$ cat config.mk
export PLATFORM = sky130hd
export DESIGN_NAME = pinned_lru_slot_table
export DESIGN_NICKNAME = d
export VERILOG_FILES = /design/src/hdl/plsl_pkg.sv /design/src/hdl/pinned_lru_slot_table.sv /design/src/hdl/plsl_ram.sv
export SDC_FILE = /design/constraint.sdc
export NUM_CORES = 2
export LEC_CHECK = 0
export ABC_CLOCK_PERIOD_IN_PS = 19960
export BUFFER_PORTS_ARGS = -buffer_cell sky130_fd_sc_hd__buf_2
export CAP_MARGIN = 10
export CELL_PAD_IN_SITES_DETAIL_PLACEMENT = 0
export CELL_PAD_IN_SITES_GLOBAL_PLACEMENT = 1
export CORE_MARGIN = 2
export CORE_UTILIZATION = 31
export DETAILED_ROUTE_END_ITERATION = 10
export GPL_ROUTABILITY_DRIVEN = 0
export PLACE_DENSITY_LB_ADDON = 0.1
export SYNTH_ARGS = -nofsm -noshare
export SYNTH_HDL_FRONTEND = slang
export SYNTH_SLANG_ARGS = --single-unit
export TNS_END_PERCENT = 50
$ cat constraint.sdc
create_clock -name clk_i -period 19.96 [get_ports clk_i]
set_clock_uncertainty 0.15 [all_clocks]
set_input_delay 0.998 -clock clk_i [delete_from_list [all_inputs] [get_ports clk_i]]
set_output_delay 0.998 -clock clk_i [all_outputs]
set_load 0.03 [all_outputs]
$ cat src/hdl/plsl_pkg.sv
// Package for the pinned LRU slot table: default sizes, status codes and
// sequencer types. No dependencies.
`default_nettype none

package plsl_pkg;

  localparam int SLOTS_DEF      = 16;
  localparam int KEY_BITS_DEF   = 64;
  localparam int COUNT_BITS_DEF = 16;

  // Fixed field widths of the ports.
  localparam int KEY_W    = 64;
  localparam int LIMIT_W  = 5;
  localparam int STATUS_W = 3;

  localparam logic [LIMIT_W-1:0] OPEN_LIMIT_RESET = 5'd16;

  // Operation codes.
  localparam logic OP_CHECKOUT = 1'b0;
  localparam logic OP_CHECKIN  = 1'b1;

  // Result status codes.
  localparam logic [STATUS_W-1:0] ST_HIT         = 3'd0;
  localparam logic [STATUS_W-1:0] ST_FILLED_FREE = 3'd1;
  localparam logic [STATUS_W-1:0] ST_FILLED_EVIC = 3'd2;
  localparam logic [STATUS_W-1:0] ST_EXHAUSTED   = 3'd3;
  localparam logic [STATUS_W-1:0] ST_RELEASED    = 3'd4;
  localparam logic [STATUS_W-1:0] ST_REL_IGNORED = 3'd5;
  localparam logic [STATUS_W-1:0] ST_COUNT_FULL  = 3'd6;

  typedef enum logic [2:0] {
    S_IDLE,
    S_SCAN,
    S_DECIDE,
    S_UPDATE,
    S_DONE
  } seq_state_e;

  typedef enum logic [1:0] {
    UPD_HIT,
    UPD_EVICT,
    UPD_FILL,
    UPD_REL
  } upd_mode_e;

endpackage

`default_nettype wire

$ cat src/hdl/pinned_lru_slot_table.sv
// Pinned LRU slot table: top level with the scan/update sequencer.
// Depends on plsl_pkg and plsl_ram.
//
//  channel   handshake              payload
//  --------  ---------------------  -----------------------------------------
//  request   start / busy           opcode_i, key_i
//  result    done_o (strobe)        status_o, slot_o, pin_count_o,
//                                   evicted_count_o, evicted_key_o,
//                                   open_count_o
//  config    open_limit_we_i        open_limit_i
//
// Each transaction sweeps the slot RAM once to look up the key and then
// passes through a decision state. A hit, fill or release then sweeps
// again to rewrite ranks and pins and strobes the result. A refused
// checkout, an ignored checkin or an exhausted table skips the rewrite and
// strobes the result after the decision.
// Every eviction adds one more update and scan sweep.
// The single read port of the slot RAM is why each lookup and rewrite is a sweep.
// Reset clears the valid bits and the occupancy count at once; no clearing pass.
// busy is high from acceptance through the result strobe; the result is not
// held off by the receiver.
`default_nettype none

module pinned_lru_slot_table
  import plsl_pkg::*;
#(
  parameter int SLOTS      = SLOTS_DEF,
  parameter int KEY_BITS   = KEY_BITS_DEF,
  parameter int COUNT_BITS = COUNT_BITS_DEF,
  localparam int IW = (SLOTS > 1) ? $clog2(SLOTS) : 1,
  localparam int CW = $clog2(SLOTS + 1)
) (
  input  wire logic                  clk_i,
  input  wire logic                  rst_ni,
  input  wire logic                  open_limit_we_i,
  input  wire logic [LIMIT_W-1:0]    open_limit_i,
  input  wire logic                  start,
  output logic                       busy,
  input  wire logic                  opcode_i,
  input  wire logic [KEY_W-1:0]      key_i,
  output logic                       done_o,
  output logic [STATUS_W-1:0]        status_o,
  output logic [IW-1:0]              slot_o,
  output logic [COUNT_BITS-1:0]      pin_count_o,
  output logic [CW-1:0]              evicted_count_o,
  output logic [KEY_W-1:0]           evicted_key_o,
  output logic [CW-1:0]              open_count_o
);

  localparam int EW = KEY_BITS + COUNT_BITS + IW;
  localparam int LW = (CW > LIMIT_W) ? CW : LIMIT_W;
  localparam logic [IW-1:0] LAST_IDX = IW'(SLOTS - 1);

  seq_state_e state_q, state_d;
  upd_mode_e  mode_q, dec_mode;

  logic [LIMIT_W-1:0]    open_limit_q;
  logic [SLOTS-1:0]      valid_q;
  logic [CW-1:0]         occ_q;
  logic                  op_q;
  logic [KEY_BITS-1:0]   key_q;

  // Sweep counter and read pipeline.
  logic [IW:0]           cnt_q;
  logic                  pend_q;
  logic [IW-1:0]         pidx_q;
  logic                  rd_en, last_beat, pass_start;

  // Lookup results gathered during a scan.
  logic                  hit_q, free_q, lru_q;
  logic [IW-1:0]         hit_idx_q, free_idx_q, lru_idx_q;
  logic [COUNT_BITS-1:0] hit_pins_q;
  logic [IW-1:0]         hit_rank_q, lru_rank_q;
  logic [KEY_BITS-1:0]   lru_key_q;

  // Update target.
  logic [IW-1:0]         tgt_q, dec_tgt;
  logic [IW-1:0]         tgt_rank_q, dec_tgt_rank;

  // Result registers.
  logic [STATUS_W-1:0]   status_q, dec_status;
  logic [IW-1:0]         slot_q, dec_slot;
  logic [COUNT_BITS-1:0] pins_q, dec_pins;
  logic [CW-1:0]         ev_cnt_q;
  logic [KEY_BITS-1:0]   ev_key_q;
  logic [CW-1:0]         open_q;
  logic                  dec_finish;

  // RAM ports.
  logic                  ram_we;
  logic [EW-1:0]         ram_wdata, ram_rdata;
  logic [KEY_BITS-1:0]   d_key;
  logic [COUNT_BITS-1:0] d_pins;
  logic [IW-1:0]         d_rank;
  logic                  d_valid;

  logic [LW-1:0]         lim;
  logic                  over_limit;

  plsl_ram #(
    .WIDTH (EW),
    .DEPTH (SLOTS)
  ) u_slot_ram (
    .clk_i   (clk_i),
    .we_i    (ram_we),
    .waddr_i (pidx_q),
    .wdata_i (ram_wdata),
    .raddr_i (cnt_q[IW-1:0]),
    .rdata_o (ram_rdata)
  );

  assign {d_key, d_pins, d_rank} = ram_rdata;
  assign d_valid = valid_q[pidx_q];

  // Sweep control.
  assign rd_en = ((state_q == S_SCAN) || (state_q == S_UPDATE)) &&
                 (cnt_q < (IW+1)'(SLOTS));
  assign last_beat  = pend_q && (pidx_q == LAST_IDX);
  assign pass_start = (state_d != state_q) &&
                      ((state_d == S_SCAN) || (state_d == S_UPDATE));

  // Effective limit, clamped to 1..SLOTS.
  always_comb begin
    if (open_limit_q == '0) begin
      lim = LW'(1);
    end else if (LW'(open_limit_q) > LW'(SLOTS)) begin
      lim = LW'(SLOTS);
    end else begin
      lim = LW'(open_limit_q);
    end
  end
  assign over_limit = LW'(occ_q) >= lim;

  // Decision after a scan.
  always_comb begin
    dec_finish   = 1'b1;
    dec_mode     = UPD_HIT;
    dec_tgt      = hit_idx_q;
    dec_tgt_rank = hit_rank_q;
    dec_status   = ST_EXHAUSTED;
    dec_slot     = '0;
    dec_pins     = '0;
    if (op_q == OP_CHECKOUT) begin
      if (hit_q) begin
        dec_slot = hit_idx_q;
        if (hit_pins_q == '1) begin
          dec_status = ST_COUNT_FULL;
          dec_pins   = hit_pins_q;
        end else begin
          dec_finish = 1'b0;
          dec_status = ST_HIT;
          dec_pins   = hit_pins_q + COUNT_BITS'(1);
        end
      end else if (over_limit) begin
        if (lru_q) begin
          dec_finish   = 1'b0;
          dec_mode     = UPD_EVICT;
          dec_tgt      = lru_idx_q;
          dec_tgt_rank = lru_rank_q;
        end
      end else if (free_q) begin
        dec_finish = 1'b0;
        dec_mode   = UPD_FILL;
        dec_tgt    = free_idx_q;
        dec_status = (ev_cnt_q != '0) ? ST_FILLED_EVIC : ST_FILLED_FREE;
        dec_slot   = free_idx_q;
        dec_pins   = COUNT_BITS'(1);
      end
    end else begin
      if (hit_q && (hit_pins_q != '0)) begin
        dec_finish = 1'b0;
        dec_mode   = UPD_REL;
        dec_status = ST_RELEASED;
        dec_slot   = hit_idx_q;
        dec_pins   = hit_pins_q - COUNT_BITS'(1);
      end else begin
        dec_status = ST_REL_IGNORED;
      end
    end
  end

  // Rewrite of one slot during an update sweep.
  always_comb begin
    ram_we    = 1'b0;
    ram_wdata = {d_key, d_pins, d_rank};
    if ((state_q == S_UPDATE) && pend_q) begin
      case (mode_q)
        UPD_HIT: begin
          if (pidx_q == tgt_q) begin
            ram_we    = 1'b1;
            ram_wdata = {d_key, d_pins + COUNT_BITS'(1), IW'(0)};
          end else if (d_valid && (d_rank < tgt_rank_q)) begin
            ram_we    = 1'b1;
            ram_wdata = {d_key, d_pins, d_rank + IW'(1)};
          end
        end
        UPD_EVICT: begin
          if (d_valid && (d_rank > tgt_rank_q)) begin
            ram_we    = 1'b1;
            ram_wdata = {d_key, d_pins, d_rank - IW'(1)};
          end
        end
        UPD_FILL: begin
          if (pidx_q == tgt_q) begin
            ram_we    = 1'b1;
            ram_wdata = {key_q, COUNT_BITS'(1), IW'(0)};
          end else if (d_valid) begin
            ram_we    = 1'b1;
            ram_wdata = {d_key, d_pins, d_rank + IW'(1)};
          end
        end
        UPD_REL: begin
          if (pidx_q == tgt_q) begin
            ram_we    = 1'b1;
            ram_wdata = {d_key, d_pins - COUNT_BITS'(1), d_rank};
          end
        end
        default: begin
          ram_we = 1'b0;
        end
      endcase
    end
  end

  // Next state.
  always_comb begin
    state_d = state_q;
    case (state_q)
      S_IDLE: begin
        if (start) state_d = S_SCAN;
      end
      S_SCAN: begin
        if (last_beat) state_d = S_DECIDE;
      end
      S_DECIDE: begin
        state_d = dec_finish ? S_DONE : S_UPDATE;
      end
      S_UPDATE: begin
        if (last_beat) state_d = (mode_q == UPD_EVICT) ? S_SCAN : S_DONE;
      end
      S_DONE: begin
        state_d = S_IDLE;
      end
      default: begin
        state_d = S_IDLE;
      end
    endcase
  end

  always_ff @(posedge clk_i or negedge rst_ni) begin
    if (!rst_ni) begin
      state_q <= S_IDLE;
    end else begin
      state_q <= state_d;
    end
  end

  // Control state: limit, valid bits, occupancy, eviction count and sweep counter.
  always_ff @(posedge clk_i or negedge rst_ni) begin
    if (!rst_ni) begin
      open_limit_q <= OPEN_LIMIT_RESET;
      valid_q      <= '0;
      occ_q        <= '0;
      cnt_q        <= '0;
      pend_q       <= 1'b0;
      ev_cnt_q     <= '0;
    end else begin
      if (open_limit_we_i) open_limit_q <= open_limit_i;
      pend_q <= rd_en;
      if (pass_start) begin
        cnt_q <= '0;
      end else if (rd_en) begin
        cnt_q <= cnt_q + (IW+1)'(1);
      end
      if ((state_q == S_IDLE) && start) ev_cnt_q <= '0;
      if (state_q == S_DECIDE && !dec_finish) begin
        if (dec_mode == UPD_EVICT) begin
          valid_q[dec_tgt] <= 1'b0;
          if (occ_q != '0) occ_q <= occ_q - CW'(1);
          ev_cnt_q <= ev_cnt_q + CW'(1);
        end else if (dec_mode == UPD_FILL) begin
          valid_q[dec_tgt] <= 1'b1;
          occ_q <= occ_q + CW'(1);
        end
      end
    end
  end

  // Datapath registers: request, scan findings, update target and result.
  always_ff @(posedge clk_i) begin
    pidx_q <= cnt_q[IW-1:0];
    if ((state_q == S_IDLE) && start) begin
      op_q     <= opcode_i;
      key_q    <= key_i[KEY_BITS-1:0];
      ev_key_q <= '0;
    end
    if (pass_start && (state_d == S_SCAN)) begin
      hit_q  <= 1'b0;
      free_q <= 1'b0;
      lru_q  <= 1'b0;
    end else if ((state_q == S_SCAN) && pend_q) begin
      if (d_valid && (d_key == key_q) && !hit_q) begin
        hit_q      <= 1'b1;
        hit_idx_q  <= pidx_q;
        hit_pins_q <= d_pins;
        hit_rank_q <= d_rank;
      end
      if (!d_valid && !free_q) begin
        free_q     <= 1'b1;
        free_idx_q <= pidx_q;
      end
      if (d_valid && (d_pins == '0) && (!lru_q || (d_rank > lru_rank_q))) begin
        lru_q      <= 1'b1;
        lru_idx_q  <= pidx_q;
        lru_rank_q <= d_rank;
        lru_key_q  <= d_key;
      end
    end
    if (state_q == S_DECIDE) begin
      mode_q     <= dec_mode;
      tgt_q      <= dec_tgt;
      tgt_rank_q <= dec_tgt_rank;
      if ((dec_mode == UPD_EVICT) && !dec_finish) begin
        if (ev_cnt_q == '0) ev_key_q <= lru_key_q;
      end else begin
        status_q <= dec_status;
        slot_q   <= dec_slot;
        pins_q   <= dec_pins;
        open_q   <= (!dec_finish && (dec_mode == UPD_FILL)) ? occ_q + CW'(1) : occ_q;
      end
    end
  end

  assign busy            = (state_q != S_IDLE);
  assign done_o          = (state_q == S_DONE);
  assign status_o        = status_q;
  assign slot_o          = slot_q;
  assign pin_count_o     = pins_q;
  assign evicted_count_o = ev_cnt_q;
  assign evicted_key_o   = KEY_W'(ev_key_q);
  assign open_count_o    = open_q;

`ifndef NO_ASSERTIONS
  // The occupancy count always matches the number of valid slots.
  assert property (@(posedge clk_i) disable iff (!rst_ni)
    $countones(valid_q) == 32'(occ_q))
    else $error("occupancy count differs from valid bits");

  // The result strobe lasts exactly one cycle.
  assert property (@(posedge clk_i) disable iff (!rst_ni)
    done_o |=> !done_o)
    else $error("result strobe longer than one cycle");

  // No write lands on the slot being read in the same cycle.
  assert property (@(posedge clk_i) disable iff (!rst_ni)
    (ram_we && rd_en && (SLOTS > 1)) |-> (pidx_q != cnt_q[IW-1:0]))
    else $error("read and write collide on one slot");

  // A fill never pushes occupancy past the slot count.
  assert property (@(posedge clk_i) disable iff (!rst_ni)
    done_o |-> (32'(open_count_o) <= SLOTS))
    else $error("open count beyond slot count");
`endif

endmodule

`default_nettype wire

$ cat src/hdl/plsl_ram.sv
// Generic simple dual-port RAM with one write port and a registered read port.
// No dependencies.
`default_nettype none

module plsl_ram #(
  parameter int WIDTH = 8,
  parameter int DEPTH = 16,
  localparam int AW = (DEPTH > 1) ? $clog2(DEPTH) : 1
) (
  input  wire logic             clk_i,
  input  wire logic             we_i,
  input  wire logic [AW-1:0]    waddr_i,
  input  wire logic [WIDTH-1:0] wdata_i,
  input  wire logic [AW-1:0]    raddr_i,
  output logic      [WIDTH-1:0] rdata_o
);

  logic [WIDTH-1:0] mem [DEPTH];

  // Write port and registered read.
  always_ff @(posedge clk_i) begin
    if (we_i) begin
      mem[waddr_i] <= wdata_i;
    end
    rdata_o <= mem[raddr_i];
  end

endmodule

`default_nettype wire

# Word-level counts from Yosys, hierarchy flattened
# Memory sizes are Yosys's and may differ from the RTL's. A register that Yosys moved wholly into a read port is not among the register bits.
# Index checks and enable logic that the tools add are counted.
# totals
ram_bits	1344
out_inout_bits	99
memories	1
reg_bits	314
inputBits	74
# memory_table
memory	depth	width	read_ports	rd_ports_with_merged_regs	write_ports	line	rtl
u_slot_ram.mem	16	84	1	1	1	plsl_ram.sv:18	logic [WIDTH-1:0] mem [DEPTH];
# op_classes
reduce_logical	47
add_sub_neg	10
eq_ne	17
mux	85
n_bitwise	5
magnitude_cmp	9
# ops
op	n
84-bit case mux with 4 select lines	1
64-bit 2-to-1 mux	4
84-bit 2-to-1 mux	2
16-bit 2-to-1 mux	6
4-bit 2-to-1 mux	17
64-bit equality test	1
5-bit 2-to-1 mux	11
20-bit 2-to-1 mux	2
16-bit by 1-bit adder with 16-bit output (second input constant)	2
16-bit by 1-bit subtractor with 16-bit output (second input constant)	2
3-bit 2-to-1 mux	8
1-bit 2-to-1 mux	22
1-bit logical AND	19
16-bit AND	1
16-bit equality test (second input constant)	1
16-bit logical NOT	1
2-bit 2-to-1 mux	8
16-bit NOT	1
16-bit bitwise OR	1
16-bit nonzero test	1
5-bit by 1-bit adder with 5-bit output (second input constant)	3
3-bit case mux with 4 select lines	1
3-bit AND reduction	4
5-bit logical NOT	2
other kinds (31)	52

# Longest topological paths before layout
# logic_depth
depth_word	15
depth_mapped	18
depth_no_buf	17

# By module
# A second synthesis with hierarchy kept.
# hier_totals
hier_cells	3542
area_unflattened_um2	66995.5
# modules_own_cells
module	area_each_um2	seq_area_each_um2	cells_per_inst	instances
plsl_ram	52052.4	42040.3	2154	1
pinned_lru_slot_table	14943.1	8519.4	1388	1

# Worst setup path before layout
# Ideal clock, no wire load.
# synth_timing
kind	register to register
startpoint	register u_slot_ram.rdata_o[1] (read register of u_slot_ram.mem)
endpoint	memory u_slot_ram.mem[10][0] (netlist name) (enable)
stages_incl_launch_ff	10
t_arrival_ps	10404
setup_time_ps	763
setup_slack_ps	8643
path_buffers	0
synth_period_minus_slack_ps	11317
cell_sequence	dfxtp_1 -> ha_1 -> nor2b_1 -> o21a_1 -> o21ai_0 -> and2_1 -> o21bai_1 -> a21oi_2 -> o21ai_2 -> nor4b_1
# synth_between
elab_chain_len	8
elab_cells_between_ends	11
cone_classes	2 x order compare; 7 x mux; 2 x reduce/logical
# synth_rtl
element	line	rtl
from (decl)	plsl_ram.sv:15	output logic [WIDTH-1:0] rdata_o
4-bit less-than comparator	pinned_lru_slot_table.sv:192	end else if (d_valid && (d_rank < tgt_rank_q)) begin
1-bit logical AND	pinned_lru_slot_table.sv:192	
1-bit 2-to-1 mux	pinned_lru_slot_table.sv:192	
1-bit 2-to-1 mux	pinned_lru_slot_table.sv:189	if (pidx_q == tgt_q) begin
1-bit case mux with 4 select lines (*)	pinned_lru_slot_table.sv:187	case (mode_q)
1-bit 2-to-1 mux (*)	pinned_lru_slot_table.sv:186	if ((state_q == S_UPDATE) && pend_q) begin
1-bit 2-to-1 mux (*)	plsl_ram.sv:22	if (we_i) begin
1-bit 2-to-1 mux (not written as such) (*)	plsl_ram.sv:23	mem[waddr_i] <= wdata_i;
to (decl)	plsl_ram.sv:18	
# Every way passes the cells marked *; elsewhere a longest branch is shown, timed or not.

# Worst setup path in the final report
# layout_timing
startpoint	register pidx_q[2]
endpoint	memory u_slot_ram.mem[14][53] (netlist name) (enable)
# layout_between
elab_chain_len	9
elab_cells_between_ends	15
cone_classes	1 x eq/ne; 12 x mux; 2 x reduce/logical
# layout_rtl
element	line	rtl
from (decl)	pinned_lru_slot_table.sv:66	logic [IW-1:0] pidx_q;
from (signal assigned)	pinned_lru_slot_table.sv:291	pidx_q <= cnt_q[IW-1:0];
1-bit binary-select mux with 4-bit select	pinned_lru_slot_table.sv:113	assign d_valid = valid_q[pidx_q];
1-bit 2-to-1 mux (not written as such)	pinned_lru_slot_table.sv:113	
1-bit logical AND	pinned_lru_slot_table.sv:192	
1-bit 2-to-1 mux	pinned_lru_slot_table.sv:192	
1-bit 2-to-1 mux	pinned_lru_slot_table.sv:189	
1-bit case mux with 4 select lines	pinned_lru_slot_table.sv:187	
1-bit 2-to-1 mux	pinned_lru_slot_table.sv:186	
1-bit 2-to-1 mux	plsl_ram.sv:22	
1-bit 2-to-1 mux (not written as such)	plsl_ram.sv:23	
# Several ways; a longest one is shown, not always the timed one. The select of a mux whose other input is x is not followed.

==> metrics.csv <==
stage,metric,value,unit
status,status,"complete, no violations",
timing,Peak Freq,199,MHz
synthesis,"Net Count, Synth",3434,
critical_path,critical path data required time,20.24,ns
place,IO buf count,172,
flow_run,max-cap violation count,0,
clock_tree,CTS tree,done,
synthesis,Synth Cell Area,67200,sq um
synthesis,xor-xnor portion of the synthesized cell area,0.938,%
route,DRC Markers,0,
timing,fin crit period,5.03,ns
clock_tree,"Setup Fix Bufs, Post-CTS",0,
global_routing,Total Routing Usage GR,16.7,%
synthesis,Syn Inst Count,3331,
power_and_ir_drop,P per Cell Area,143,nW/um^2
floorplan,Initial Util,31.2,%
timing,Slew Limit Fails,0,
place,Post-DP Area,71800,sq um
synthesis,simple-gate portion of the synthesized area,3.44,%
critical_path,Worst path max stage delay,1.01,ns
floorplan,Die H,470,microns
finish,layout cells sized above 1,29.4,%
synthesis,average cell area after synthesis,20.2,sq um
global_routing,first-pass GRT wire length,265000,microns
synthesis,"FF+latch count, synth",1742,
synthesis,largest family of logic cells by synthesized area,multiplexers,
power_and_ir_drop,VDD IR-drop max,121,uV
critical_path,Setup crit end kind,flip-flop,
timing,final-report hold violation count,0,
synthesis,largest cells by area after synthesis,"edfxtp_1 69%, mux4_2 14%, dfxtp_1 4.6%",
clock_tree,Worst-path clk slew,0.06,ns
clock_tree,CTS H-tree lvls,4,
finish,Final #Nets,3720,
floorplan,CORE AREA,215000,sq um
global_routing,antenna violations before repair,9,
floorplan,# rows,170,
synthesis,top_reg_cell synth,edfxtp_1,
power_and_ir_drop,leak pwr,25.0,nW
route,ANT nets after route,0,
clock_tree,Root Buffer,clkbuf_16,
timing,Slew headroom,20.0,%
critical_path,CP cell instances,mux4_2 > mux2i_1 > mux2_4 > a211oi_2 > a21o_1 > o21ai_2 > buf_4 > nor3_2 > buf_4 > buf_4,
global_routing,largest net degree at the start of global routing,134,
clock_tree,Hold Buf Count CTS,0,
finish,post-route cell area,78200,sq um
clock_tree,CTS sink cnt,1742,
finish,fill count,19800,
clock_tree,TritonCTS Buffers,193,
critical_path,CP max stage cell,dfxtp_1,
finish,FF+latch area,50600,sq um
route,drt pass-1 iters,5,
critical_path,Setup CP Type,reg -> reg,
critical_path,crit start category,flip-flop,
critical_path,CP dominant cell by count,buf_4,
timing,RSZ-0062 raised after global routing,no,
route,vias,32800,
floorplan,I/O pins,173,
synthesis,library cells used by synthesis,89,
critical_path,crit path DAT,5.30,ns
synthesis,top-area cell type share of the netlist area,69.1,%
synthesis,post-synthesis mux area share,15.7,%
route,DR iter-0 viols,2970,
finish,P&R area growth vs syn,16.4,%
clock_tree,deepest clock path buffer count,3,
synthesis,register area share after synthesis,75.2,%
timing,Slew @ Worst Pin,1.19,ns
timing,Setup Viol. Count Final,0,
worst_hold_path,worst min path class,in -> async,
global_routing,grt ovf,0,
finish,Multi-input gate area,15900,sq um
floorplan,Die Wd,470,microns
clock_tree,Post-CTS Resized,0,
power_and_ir_drop,Final Total Pwr,11.2,mW
synthesis,Synth Area in Compound Gates,2.74,%
synthesis,Synth Warn #,0,
route,Routed WL,185000,microns
clock_tree,latest clock arrival within the worst-skew pair,0.84,ns
timing,setup tns final,0,ns
synthesis,fraction of the mapped netlist area in adder cells,0.540,%
place,dpl hpwl,106000,microns
route,Routed WL per cell,28.0,microns
global_routing,number of global-route vias before repair,34300,
critical_path,CP max FO,45,
route,via/cell ratio,4.95,
timing,final worst path period share,25.2,%
synthesis,Synth async-reset ratio,2.30,%
synthesis,"EDFF count, synth",1547,
floorplan,die area,221000,sq um
synthesis,cell taking the most area after synthesis,edfxtp_1,
[final timing paths]
path,startpoint,end,slack [ns],depth (start not counted)
max in group asynchronous,rst_ni,cnt_q[0],19.09,2
min in group clk_i,key_i[5],key_q[5],0.19,1
max reg2reg,pidx_q[2],u_slot_ram.mem[14][53],14.93,10
min reg2reg,lru_key_q[20],evicted_key_o[20],0.29,2
max,pidx_q[2],u_slot_ram.mem[14][53],14.93,10
min,rst_ni,evicted_count_o[3],0.12,2
[routing by layer]
layer / global-route usage [%] / wire length, microns / vias to the layer above
met5: 0 / 0 / -
met4: 4.29 / 4040 / 0
met3: 2.67 / 7650 / 232
met2: 27.0 / 88700 / 775
met1: 23.5 / 84700 / 17600
li1: - / - / 14200
[cells by family (layout without fill, tap and decap cells)]
family                     after synthesis  count (layout)
and+or+nand+nor                        474             474
adders and majority gates               29              29
DFF                                   1742            1742
xor gates and xnor gates                72              72
other                                    0               2
buffers and inverters                  220             672
muxes                                  514             514
AOI/OAI and AO/OA                      280             280
[state kept, by name (all words and copies together), names as in the netlist, 16 cells and up, named ones only]
signal and count:
lru_key_q 64, pin_count_o 16, u_slot_ram.rdata_o 84, u_slot_ram.mem 1344, evicted_key_o 64, key_q 64, hit_pins_q 16
[layout make-up]
type	count	area share [%]
diodes	2	0.00640
clock buffers	257	6.85
clock inverters	104	1.40
flip-flops and latches	1742	64.6
inverters	55	0.267
multi-input cells	1369	20.3
repair buffers	256	2.02
well taps	2838	4.54
[synthesized netlist by cell type (all sizes together) (5+ instances only)]
cell type / count
nor2b: 9
nor4b: 7
or2: 6
o2bb2ai: 5
nand2b: 7
a22o: 12
nand4: 23
xnor2: 42
a221oi: 10
nor3: 32
xor2: 30
nor2: 80
mux4: 424
buf: 72
nand3: 43
mux2: 81
and3: 9
nor4: 17
o211ai: 7
o21ai: 128
nor3b: 7
ha: 29
dfxtp: 155
a21oi: 50
edfxtp: 1547
a211oi: 6
and2: 8
a22oi: 5
or3: 7
o22ai: 12
nand2: 207
a21o: 10
clkbuf: 93
mux2i: 9
inv: 54
dfrtp: 39
[worst max-delay path, delay by kind of cell, from the launching register on]
| kind | cells | cell delay [ns] |
|---|---|---|
| multiplexers | 3 | 0.81 |
| flip-flops | 1 | 1.01 |
| AO/OA/AOI/OAI | 3 | 0.47 |
| buffers and inverters | 3 | 1.88 |
| AND/OR/NAND/NOR | 1 | 0.17 |
[placed cells by master, fill, tap and decap left out, types with 8 or more instances in the layout]
cell type	Yosys	routed
buf_4	0	76
edfxtp_1	1547	1547
a21oi_1	45	44
clkinv_2	0	37
mux2i_1	9	9
a221oi_1	9	9
mux4_2	424	424
xnor2_1	42	41
xor2_1	30	30
mux2_1	15	15
dfxtp_1	155	155
nor4_1	12	9
nor3_1	30	23
o21ai_0	100	98
clkbuf_1	92	37
nand3_1	42	42
clkbuf_8	0	25
nand2_1	206	205
nand4_1	23	23
a21o_1	9	9
ha_1	29	29
mux2_2	65	65
nor2b_1	9	9
nor2_1	77	74
dfrtp_1	39	35
a22o_1	12	12
bufinv_16	0	16
clkbuf_16	0	195
and2_1	8	8
clkinv_1	1	27
o21ai_1	25	27
and3_1	9	9
o22ai_1	12	12
inv_1	53	52
buf_2	56	172
[per-stage QoR]
stage / setup slack [ns] / cells / hold slack (ns) / utilization, %
after detailed placement: 14.93 / 6259 / 0.281 / 33.4
after floorplan: 8.64 / 3331 / 0.195 / -
after global placement: 15.02 / 6258 / 0.282 / 33.4
after global routing: 14.74 / 6622 / 0.100 / 36.4
final: 14.93 / 6623 / 0.115 / 36.4
after CTS: 14.87 / 6620 / 0.0694 / 36.4
[power breakdown]
| group | switching, mW | total, mW | internal (mW) | leakage (nW) |
|---|---|---|---|---|
| sequential | 0.360 | 5.00 | 4.64 | 15.7 |
| combinational | 1.51 | 2.62 | 1.10 | 6.09 |
| clock | 1.50 | 3.60 | 2.10 | 3.17 |
| total | 3.37 | 11.2 | 7.84 | 25.0 |
Power figures use the tool's default switching activity.
